$ cat src/tpc_pkg.sv
// ----------------------------------------------------------------------------
// tpc_pkg
// Shared constants for the thrust to PWM curve: field widths, curve limits,
// register map and default breakpoints.
// ----------------------------------------------------------------------------
package tpc_pkg;

   // curve limits, timer ticks
   localparam int MEDIAN_DUTY    = 3000;
   localparam int HALF_RANGE_NEG = 600;
   localparam int HALF_RANGE_POS = 600;
   localparam int PWM_MIN        = 2400;
   localparam int PWM_MAX        = 3600;
   localparam int MOTOR_COUNT    = 6;

   localparam int PWM_LO     = MEDIAN_DUTY - HALF_RANGE_NEG;
   localparam int PWM_HI     = MEDIAN_DUTY + HALF_RANGE_POS;
   localparam int MIRROR_SUM = 2 * MEDIAN_DUTY;

   // field widths
   localparam int MOTOR_W  = 3;
   localparam int THRUST_W = 16;
   localparam int PWM_W    = 12;

   // datapath widths
   localparam int Y_W    = 16;             // Q12.4 curve ordinate
   localparam int SPAN_W = 16;
   localparam int PROD_W = Y_W + SPAN_W;
   localparam int REM_W  = PROD_W + 1;
   localparam int DEN_W  = SPAN_W + 4;
   localparam int QUO_W  = 13;             // quotient stays below 2^(Y_W-4) + 1

   localparam logic [Y_W-1:0] Y_LO = Y_W'(PWM_LO * 16);
   localparam logic [Y_W-1:0] Y_HI = Y_W'(PWM_HI * 16);

   // motors driven in reverse
   localparam logic [MOTOR_W-1:0] MIRROR_MOTOR_A = 3'd0;
   localparam logic [MOTOR_W-1:0] MIRROR_MOTOR_B = 3'd2;

   // register map
   localparam int CFG_W     = 16;
   localparam int CFG_COUNT = 8;
   localparam int CFG_IDX_W = $clog2(CFG_COUNT);
   localparam int ADDR_W    = CFG_IDX_W + 2;
   localparam int DATA_W    = 32;

   localparam logic [CFG_IDX_W-1:0] REG_THRUST_POINT_0 = 3'd0;
   localparam logic [CFG_IDX_W-1:0] REG_THRUST_POINT_1 = 3'd1;
   localparam logic [CFG_IDX_W-1:0] REG_THRUST_POINT_2 = 3'd2;
   localparam logic [CFG_IDX_W-1:0] REG_THRUST_POINT_3 = 3'd3;
   localparam logic [CFG_IDX_W-1:0] REG_PWM_POINT_0    = 3'd4;
   localparam logic [CFG_IDX_W-1:0] REG_PWM_POINT_1    = 3'd5;
   localparam logic [CFG_IDX_W-1:0] REG_PWM_POINT_2    = 3'd6;
   localparam logic [CFG_IDX_W-1:0] REG_PWM_POINT_3    = 3'd7;

   localparam logic [CFG_W-1:0] CFG_RESET [CFG_COUNT] = '{
      16'hBD69, 16'hE93B, 16'h1111, 16'h3DE2,
      16'hA162, 16'hB860, 16'hBEA0, 16'hD0A1
   };

endpackage

$ cat src/thrust_to_pwm_curve.sv
// ----------------------------------------------------------------------------
// thrust_to_pwm_curve
// Maps a signed Q12.4 thrust request onto a thruster PWM compare value
// through one shared piecewise linear curve.
// ----------------------------------------------------------------------------
// Usage:
//   Request channel req_* carries a motor index and a thrust demand; the
//   result channel rsp_* returns the echoed index and the compare value.
//   Both use valid/stall; a transfer happens when valid is high and stall low.
//   The curve breakpoints sit behind the csr_* port, one 16-bit register per
//   word; write them only while no request is in flight.
//   A request passes from accept to rsp_valid through segment select,
//   operand select, two multipliers, numerator sum, a 13-stage restoring
//   divider (one quotient bit per stage) and the clamp/mirror output stage.
//   Throughput is one request per cycle while req_stall is low.
//   Reset empties the pipeline and loads the default curve.
//   While the receiver stalls, the result holds and the stages behind it keep
//   moving until every stage is full; only then is req_stall raised.
// ----------------------------------------------------------------------------
module thrust_to_pwm_curve (
   input  logic                                clock,
   input  logic                                reset,
   input  logic                                req_valid,
   output logic                                req_stall,
   input  logic [tpc_pkg::MOTOR_W-1:0]         req_motor_index,
   input  logic signed [tpc_pkg::THRUST_W-1:0] req_thrust_demand,
   output logic                                rsp_valid,
   input  logic                                rsp_stall,
   output logic [tpc_pkg::MOTOR_W-1:0]         rsp_motor_tag,
   output logic [tpc_pkg::PWM_W-1:0]           rsp_pwm_compare,
   input  logic                                csr_psel,
   input  logic                                csr_penable,
   input  logic                                csr_pwrite,
   input  logic [tpc_pkg::ADDR_W-1:0]          csr_paddr,
   input  logic [tpc_pkg::DATA_W-1:0]          csr_pwdata,
   output logic [tpc_pkg::DATA_W-1:0]          csr_prdata,
   output logic                                csr_pready
);
   import tpc_pkg::*;

   typedef enum logic [2:0] {
      SEG_MEDIAN,
      SEG_FLOOR,
      SEG_RISE,
      SEG_NEG,
      SEG_POS,
      SEG_TOP,
      SEG_CEIL
   } seg_type;

   localparam int NS    = QUO_W + 6;
   localparam int DIV_0 = 4;

   // configuration
   logic [CFG_W-1:0] cfg_ff [CFG_COUNT];
   logic             cfg_we;

   assign csr_pready = 1'b1;
   assign cfg_we     = csr_psel && csr_penable && csr_pwrite;
   assign csr_prdata = DATA_W'(cfg_ff[csr_paddr[ADDR_W-1:2]]);

   always_ff @(posedge clock) begin
      if (reset) begin
         for (int i = 0; i < CFG_COUNT; i++) cfg_ff[i] <= CFG_RESET[i];
      end else if (cfg_we) begin
         cfg_ff[csr_paddr[ADDR_W-1:2]] <= csr_pwdata[CFG_W-1:0];
      end
   end

   logic signed [THRUST_W-1:0] tp0, tp1, tp2, tp3;
   logic [Y_W-1:0]             pp0, pp1, pp2, pp3;

   assign tp0 = $signed(cfg_ff[REG_THRUST_POINT_0]);
   assign tp1 = $signed(cfg_ff[REG_THRUST_POINT_1]);
   assign tp2 = $signed(cfg_ff[REG_THRUST_POINT_2]);
   assign tp3 = $signed(cfg_ff[REG_THRUST_POINT_3]);
   assign pp0 = cfg_ff[REG_PWM_POINT_0];
   assign pp1 = cfg_ff[REG_PWM_POINT_1];
   assign pp2 = cfg_ff[REG_PWM_POINT_2];
   assign pp3 = cfg_ff[REG_PWM_POINT_3];

   // pipeline control
   logic [NS-1:0] v_ff, v_in, ld;

   assign v_in = {v_ff[NS-2:0], req_valid};

   for (genvar i = 0; i < NS; i++) begin : g_ld
      assign ld[i] = !rsp_stall || !(&v_ff[NS-1:i]);
   end

   assign req_stall = !ld[0];
   assign rsp_valid = v_ff[NS-1];

   always_ff @(posedge clock) begin
      if (reset) begin
         v_ff <= '0;
      end else begin
         for (int i = 0; i < NS; i++) begin
            if (ld[i]) v_ff[i] <= v_in[i];
         end
      end
   end

   // stage 1: request
   logic [MOTOR_W-1:0]         s1_motor_ff;
   logic signed [THRUST_W-1:0] s1_thrust_ff;

   // segment select
   seg_type s2_seg_in;

   always_comb begin
      if (s1_thrust_ff == '0)      s2_seg_in = SEG_MEDIAN;
      else if (s1_thrust_ff <= tp0) s2_seg_in = SEG_FLOOR;
      else if (s1_thrust_ff <= tp1) s2_seg_in = SEG_RISE;
      else if (s1_thrust_ff[THRUST_W-1]) s2_seg_in = SEG_NEG;
      else if (s1_thrust_ff <= tp2) s2_seg_in = SEG_POS;
      else if (s1_thrust_ff < tp3)  s2_seg_in = SEG_TOP;
      else                          s2_seg_in = SEG_CEIL;
   end

   // stage 2
   logic [MOTOR_W-1:0]         s2_motor_ff;
   logic signed [THRUST_W-1:0] s2_thrust_ff;
   seg_type                    s2_seg_ff;

   logic signed [THRUST_W-1:0] sx, ex;
   logic signed [THRUST_W:0]   span_wide, rest_wide, dt_wide;
   logic [Y_W-1:0]             sy, ey;

   always_comb begin
      case (s2_seg_ff)
         SEG_RISE: begin
            sx = tp0; ex = tp1; sy = Y_LO; ey = pp0;
         end
         SEG_NEG: begin
            sx = tp1; ex = '0;  sy = pp0;  ey = pp1;
         end
         SEG_POS: begin
            sx = '0;  ex = tp2; sy = pp2;  ey = pp3;
         end
         SEG_TOP: begin
            sx = tp2; ex = tp3; sy = pp3;  ey = Y_HI;
         end
         default: begin
            sx = '0;  ex = '0;  sy = '0;   ey = '0;
         end
      endcase
      span_wide = ex - sx;
      rest_wide = ex - s2_thrust_ff;
      dt_wide   = s2_thrust_ff - sx;
   end

   // stage 3
   logic [MOTOR_W-1:0] s3_motor_ff;
   seg_type            s3_seg_ff;
   logic [Y_W-1:0]     s3_sy_ff, s3_ey_ff;
   logic [SPAN_W-1:0]  s3_span_ff, s3_rest_ff, s3_dt_ff;

   // stage 4: weighted ordinates
   logic [MOTOR_W-1:0] s4_motor_ff;
   seg_type            s4_seg_ff;
   logic [PROD_W-1:0]  s4_pa_ff, s4_pb_ff;
   logic [SPAN_W-1:0]  s4_span_ff;

   // divider stages, index 0 holds the rounded numerator
   logic [MOTOR_W-1:0] d_motor_ff [QUO_W+1];
   seg_type            d_seg_ff   [QUO_W+1];
   logic [REM_W-1:0]   d_rem_ff   [QUO_W+1];
   logic [DEN_W-1:0]   d_den_ff   [QUO_W+1];
   logic [QUO_W-1:0]   d_quo_ff   [QUO_W+1];

   logic [MOTOR_W-1:0] d_motor_in [QUO_W+1];
   seg_type            d_seg_in   [QUO_W+1];
   logic [REM_W-1:0]   d_rem_in   [QUO_W+1];
   logic [DEN_W-1:0]   d_den_in   [QUO_W+1];
   logic [QUO_W-1:0]   d_quo_in   [QUO_W+1];

   always_comb begin
      logic [REM_W-1:0] trial;
      d_motor_in[0] = s4_motor_ff;
      d_seg_in[0]   = s4_seg_ff;
      d_rem_in[0]   = REM_W'(s4_pa_ff) + REM_W'(s4_pb_ff) + (REM_W'(s4_span_ff) << 3);
      d_den_in[0]   = {s4_span_ff, 4'b0000};
      d_quo_in[0]   = '0;
      for (int k = 1; k <= QUO_W; k++) begin
         trial         = REM_W'(d_den_ff[k-1]) << (QUO_W - k);
         d_motor_in[k] = d_motor_ff[k-1];
         d_seg_in[k]   = d_seg_ff[k-1];
         d_den_in[k]   = d_den_ff[k-1];
         if (d_rem_ff[k-1] >= trial) begin
            d_rem_in[k] = d_rem_ff[k-1] - trial;
            d_quo_in[k] = d_quo_ff[k-1] | (QUO_W'(1) << (QUO_W - k));
         end else begin
            d_rem_in[k] = d_rem_ff[k-1];
            d_quo_in[k] = d_quo_ff[k-1];
         end
      end
   end

   // output stage: pick, clamp, mirror, clamp
   logic [QUO_W-1:0]   raw, lim, mir, fin;
   logic [MOTOR_W-1:0] last_motor;

   assign last_motor = d_motor_ff[QUO_W];

   always_comb begin
      case (d_seg_ff[QUO_W])
         SEG_MEDIAN: raw = QUO_W'(MEDIAN_DUTY);
         SEG_FLOOR:  raw = QUO_W'(PWM_LO);
         SEG_CEIL:   raw = QUO_W'(PWM_HI);
         default:    raw = d_quo_ff[QUO_W];
      endcase
      if (raw < QUO_W'(PWM_MIN))      lim = QUO_W'(PWM_MIN);
      else if (raw > QUO_W'(PWM_MAX)) lim = QUO_W'(PWM_MAX);
      else                            lim = raw;
      mir = QUO_W'(MIRROR_SUM) - lim;
      if (last_motor < MOTOR_W'(MOTOR_COUNT) &&
          (last_motor inside {MIRROR_MOTOR_A, MIRROR_MOTOR_B})) begin
         if (mir < QUO_W'(PWM_MIN))      fin = QUO_W'(PWM_MIN);
         else if (mir > QUO_W'(PWM_MAX)) fin = QUO_W'(PWM_MAX);
         else                            fin = mir;
      end else begin
         fin = lim;
      end
   end

   logic [MOTOR_W-1:0] rsp_motor_ff;
   logic [PWM_W-1:0]   rsp_pwm_ff;

   assign rsp_motor_tag   = rsp_motor_ff;
   assign rsp_pwm_compare = rsp_pwm_ff;

   // payload registers
   always_ff @(posedge clock) begin
      if (ld[0]) begin
         s1_motor_ff  <= req_motor_index;
         s1_thrust_ff <= req_thrust_demand;
      end
      if (ld[1]) begin
         s2_motor_ff  <= s1_motor_ff;
         s2_thrust_ff <= s1_thrust_ff;
         s2_seg_ff    <= s2_seg_in;
      end
      if (ld[2]) begin
         s3_motor_ff <= s2_motor_ff;
         s3_seg_ff   <= s2_seg_ff;
         s3_sy_ff    <= sy;
         s3_ey_ff    <= ey;
         s3_span_ff  <= span_wide[SPAN_W-1:0];
         s3_rest_ff  <= rest_wide[SPAN_W-1:0];
         s3_dt_ff    <= dt_wide[SPAN_W-1:0];
      end
      if (ld[3]) begin
         s4_motor_ff <= s3_motor_ff;
         s4_seg_ff   <= s3_seg_ff;
         s4_pa_ff    <= s3_sy_ff * s3_rest_ff;
         s4_pb_ff    <= s3_ey_ff * s3_dt_ff;
         s4_span_ff  <= s3_span_ff;
      end
      for (int k = 0; k <= QUO_W; k++) begin
         if (ld[DIV_0 + k]) begin
            d_motor_ff[k] <= d_motor_in[k];
            d_seg_ff[k]   <= d_seg_in[k];
            d_rem_ff[k]   <= d_rem_in[k];
            d_den_ff[k]   <= d_den_in[k];
            d_quo_ff[k]   <= d_quo_in[k];
         end
      end
      if (ld[NS-1]) begin
         rsp_motor_ff <= last_motor;
         rsp_pwm_ff   <= fin[PWM_W-1:0];
      end
   end

endmodule

$ cat config.mk
export PLATFORM = sky130hd
export DESIGN_NAME = thrust_to_pwm_curve
export DESIGN_NICKNAME = d
export VERILOG_FILES = /design/src/tpc_pkg.sv /design/src/thrust_to_pwm_curve.sv
export SDC_FILE = /design/constraint.sdc
export NUM_CORES = 2
export LEC_CHECK = 0
export CORE_MARGIN = 2
export CORE_UTILIZATION = 40
export DETAILED_ROUTE_END_ITERATION = 6
export DONT_BUFFER_PORTS = 1
export GPL_TIMING_DRIVEN = 0
export SLEW_MARGIN = 20
export SYNTH_ARGS = -nofsm -noshare
export SYNTH_HDL_FRONTEND = slang
export SYNTH_SLANG_ARGS = --single-unit
$ cat constraint.sdc
create_clock -name clock -period 29.5 [get_ports clock]
set_clock_uncertainty 0.2 [all_clocks]
set_input_delay 5.9 -clock clock [delete_from_list [all_inputs] [get_ports clock]]
set_output_delay 5.9 -clock clock [all_outputs]
set_load 0.01 [all_outputs]
# Word level (Yosys, flattened, before mapping)

Memory sizes are Yosys's and may differ from the RTL's.
Cells that the tools add are included.

$add $sub $neg: 19
$mul: 2
Order comparisons: 22
Equal/unequal tests: 7
Muxes and demuxes: 77
Reductions and logical operators: 68

Operators with widths:

| operator                                                       | number |
|---|---|
| 33-bit 2-to-1 mux                                              | 13 |
| 16-bit case mux with 4 select lines                            | 2 |
| 16-bit case mux with 3 select lines                            | 2 |
| 16-bit by 16-bit multiplier with 32-bit output                 | 2 |
| 16-bit <= comparator                                           | 3 |
| 12-bit 2-to-1 mux                                              | 4 |
| 16-bit subtractor                                              | 3 |
| 13-bit 2-to-1 mux                                              | 3 |
| 13-bit case mux with 3 select lines                            | 1 |
| 1-bit 2-to-1 mux                                               | 36 |
| 32-bit by 32-bit adder with 33-bit output                      | 1 |
| 33-bit by 19-bit adder with 33-bit output                      | 1 |
| 33-bit by 20-bit greater-or-equal comparator with 1-bit output | 1 |
| 33-bit by 21-bit greater-or-equal comparator with 1-bit output | 1 |
| 33-bit by 22-bit greater-or-equal comparator with 1-bit output | 1 |
| 33-bit by 23-bit greater-or-equal comparator with 1-bit output | 1 |
| 33-bit by 24-bit greater-or-equal comparator with 1-bit output | 1 |
| 33-bit by 25-bit greater-or-equal comparator with 1-bit output | 1 |
| 33-bit by 26-bit greater-or-equal comparator with 1-bit output | 1 |
| 33-bit by 27-bit greater-or-equal comparator with 1-bit output | 1 |
| 33-bit by 28-bit greater-or-equal comparator with 1-bit output | 1 |
| 33-bit by 29-bit greater-or-equal comparator with 1-bit output | 1 |
| 33-bit by 30-bit greater-or-equal comparator with 1-bit output | 1 |
| 33-bit by 31-bit greater-or-equal comparator with 1-bit output | 1 |
| other kinds (60)                                               | 112 |

Register bits: 247
Bits in writable memories: 1136
Input bits: 63
Memories: 6

Memories:

| memory     | words | width | read ports | clocked after memory_dff | write ports | line                       | text |
|---|---|---|---|---|---|---|---|
| d_rem_ff   | 14    | 33    | 13         | 0                        | 14          | thrust_to_pwm_curve.sv:168 | `logic [REM_W-1:0] d_rem_ff [QUO_W+1];` |
| d_den_ff   | 14    | 20    | 13         | 0                        | 14          | thrust_to_pwm_curve.sv:169 | `logic [DEN_W-1:0] d_den_ff [QUO_W+1];` |
| d_quo_ff   | 14    | 13    | 14         | 0                        | 14          | thrust_to_pwm_curve.sv:170 | `logic [QUO_W-1:0] d_quo_ff [QUO_W+1];` |
| cfg_ff     | 8     | 16    | 9          | 0                        | 8           | thrust_to_pwm_curve.sv:55  | `logic [CFG_W-1:0] cfg_ff [CFG_COUNT];` |
| d_motor_ff | 14    | 3     | 14         | 0                        | 14          | thrust_to_pwm_curve.sv:166 | `logic [MOTOR_W-1:0] d_motor_ff [QUO_W+1];` |
| d_seg_ff   | 14    | 3     | 14         | 0                        | 14          | thrust_to_pwm_curve.sv:167 | `seg_type d_seg_ff [QUO_W+1];` |

# Longest topological paths before layout

An unclocked memory read counts as a cell.

Depth in word-level cells: 11
Mapped depth: 25
Depth with buffers taken out: 24

# Least setup slack after synthesis

Ideal clock, no wire load.

Kind: input to output
From: in rsp_stall
To: out req_stall
Arrival time: 12.504 ns
Required time: 23.400 ns
Path slack: 10.896 ns
Stages: 10
Path buffers: 0
Cell sequence: nand3_1 nor2_1 and3_1 and2_1 inv_1 nor3_1 nand3_1 nor2_1 nand3_1 inv_1

Longest elaborated chain between the ends: 3

RTL lines:

| what              | line                      | text |
|---|---|---|
| start, declared   | thrust_to_pwm_curve.sv:28 | `input logic rsp_stall,` |
| 1-bit logical NOT | thrust_to_pwm_curve.sv:88 | `assign ld[i] = !rsp_stall \|\| !(&v_ff[NS-1:i]);` |
| 1-bit logical OR  | thrust_to_pwm_curve.sv:88 |  |
| 1-bit logical NOT | thrust_to_pwm_curve.sv:91 | `assign req_stall = !ld[0];` |
| end, declared     | thrust_to_pwm_curve.sv:24 | `output logic req_stall,` |

Every way passes these cells.

# Worst setup path in the final report

Ends and elaborated chain as after synthesis.

==> results.json <==
{
  "cts_buffers": 137,
  "synth.area.top_cells": "edfxtp_1 46%, fa_1 11%, ha_1 9.5%",
  "synth_edf_count": 1168,
  "ant_nets": 0,
  "relSlewSlack": 0.223,
  "startpoint": "rsp_stall",
  "floorplan.rows": 159,
  "final.setup.tns_ns": 0,
  "status": "finished, final reports clean",
  "synthTopCellsByCount": "1168 x edfxtp_1, 871 x inv_1, 577 x nand2_1",
  "critPathLaunchType": "input pin",
  "cts.sinks": 1187,
  "gr-total-overflow": 0,
  "cts_tree": "done",
  "worstSetupPathType": "input pin to output pin",
  "syn_to_final_growth_pct": 11.0,
  "antenna_found_initial": 4,
  "yosysMostFrequentCell": "edfxtp_1",
  "clock_latency_ns": 0.78,
  "min_path_type": "flop to flop",
  "grt_pass1_wl_um": 305000,
  "drt_iter0_drc": 3721,
  "drt-total-wl_um": 198000,
  "yosysTopAreaCell": "edfxtp_1",
  "finalHoldViolCount": 0,
  "grt_start_max_net_pins": 61,
  "dieHeight_um": 439,
  "wire_per_inst_um": 21.0,
  "yosys_warnings": 0,
  "post_cts_buffers": 0,
  "cts_buffer_depth": 3,
  "first_global_vias": 51300,
  "drv_cap": 0,
  "design.core.area_um2": 188000,
  "rrSetupSlack_ns": 21.56,
  "die_w_um": 439,
  "worst_slew_pin_slew_ns": 1.16,
  "whs_endpoint": "s4_span_ff[1]",
  "yosysUniqueCellTypes": 102,
  "cp.required_ns": 23.40,
  "setup_viol": 0,
  "drv_slew": 0,
  "syn-cell-area_um2": 75700,
  "max_freq_ghz": 0.0590,
  "ios": 113,
  "syn_area_per_cell_um2": 11.4,
  "crit_path_end_kind": "output pin",
  "cts_root_buffer": "clkbuf_16",
  "hold_buffers": 0,
  "synth_top_area_share": 0.463,
  "gp_congestion": 0.973,
  "htreeDepth": 4,
  "synth-async-reset-ratio": 0,
  "reg2regPathDepth": 22,
  "viasPerCell": 5.29,
  "min_delay_path_depth": 0,
  "buffer_ports.inserted": 0,
  "rsz0062_at_grt": "no",
  "path_clk_slew_ns": 0.06,
  "syn_inst": 6653,
  "cp.arrival_ns": 10.86,
  "fin_nets": 7884,
  "grt_usage": 0.207,
  "drc_errors": 0,
  "dr_total_vias": 49900,
  "ys_seq_area_frac": 0.468,
  "timing.rr.end": "s4_pa_ff[31]",
  "dpl.hpwl_um": 155000,
  "cp_max_fo": 40,
  "dieArea_um2": 193000,
  "synth_seq_cells": 1187,
  "min_from": "s3_span_ff[1]",
  "cts_resized": 0,
  "drive_gt1_frac": 0.0571,
  "drt-pass1-iter-count": 6,
  "start_util": 0.403,
  "period_needed_ns": 16.96,
  "ys.flop_type": "edfxtp_1",
  "r2r-start": "s3_sy_ff[8]",
  "post-route-period-util": 0.575
}
-- stage by stage --
step	hold WS [ns]	cells	instance area [um2]	utilization	setup WS [ns]
global route	0.197	9434	84000	0.447	12.14
CTS	0.198	9434	84000	0.447	12.05
detailed placement	0.205	9185	79400	0.423	12.06
floorplan	0.200	6669	75700	-	10.90
global placement	0.201	9164	78900	0.420	7.49
finish	0.200	9436	84000	0.447	12.54
-- placed cells by master, fill, tap and decap left out, drive strengths merged, types with 95 or more instances in the layout --
cell       n
a21o     122
and2     325
or3      100
edfxtp  1168
nor2     342
nand2    578
xor2     116
nor3      95
inv      881
xnor2    202
o21ai    274
a21oi    318
ha       572
fa       420
clkbuf   295
-- cells by family after synthesis --
| family | synth area share |
|---|---|
| AOI/OAI and AO/OA | 0.0917 |
| muxes | 0.0177 |
| xor gates and xnor gates | 0.0368 |
| and+or+nand+nor | 0.126 |
| adders and majority gates | 0.206 |
| DFF | 0.468 |
| other | 0.0000992 |
| buffers and inverters | 0.0538 |
-- area by class of cell --
| type | count | area (um2) |
|---|---|---|
| Buffer | 175 | 806 |
| Inverter | 871 | 3280 |
| Tap cell | 2495 | 3120 |
| Timing Repair Buffer | 21 | 423 |
| Fill cell | 17400 | 104000 |
| Antenna cell | 2 | 5.00 |
| Sequential cell | 1187 | 35500 |
| Multi-Input combinational cell | 4436 | 36300 |
| Clock inverter | 80 | 1020 |
| Clock buffer | 169 | 3570 |
-- worst max-delay path, cell delays in order --
cell and delay (ns):
nand3_2 0.45, nor2_1 0.64, and3_1 0.32, and2_1 0.33, inv_4 0.18, nor3_1 0.92, nand3_4 0.32, buf_12 0.29
nor2_1 0.41, nand3_2 0.74, inv_1 0.33
-- sequential cells by signal, summed over array words and instances (netlist names), 12 cells and up --
name / count
s3_span_ff: 16
s4_span_ff: 16
d_rem_ff: 429
d_den_ff: 208
s3_ey_ff: 16
s3_sy_ff: 16
s4_pb_ff: 32
d_seg_ff: 42
v_ff: 19
rsp_pwm_compare: 12
s3_rest_ff: 16
d_quo_ff: 91
d_motor_ff: 42
s1_thrust_ff: 16
s4_pa_ff: 32
s2_thrust_ff: 16
cfg_ff: 128
s3_dt_ff: 16
-- worst max-delay path by stage --
| stage | end | cells after the start |
|---|---|---|
| after global routing | req_stall | 11 |
| after detailed placement | req_stall | 11 |
| after CTS | req_stall | 11 |
| after floorplan | req_stall | 10 |
| final | req_stall | 11 |
| after global placement | req_stall | 10 |
-- metal layers --
layer	up-vias	share of wire	track usage
met1	24600	0.40	0.250
met2	1336	0.51	0.371
met3	394	0.046	0.0285
met4	0	0.044	0.0859
met5	-	0	0
li1	23600	-	-
Power is left out: the tool's default activity adds up to more than one toggle a clock period on the data nets, which glitch-free logic cannot reach.
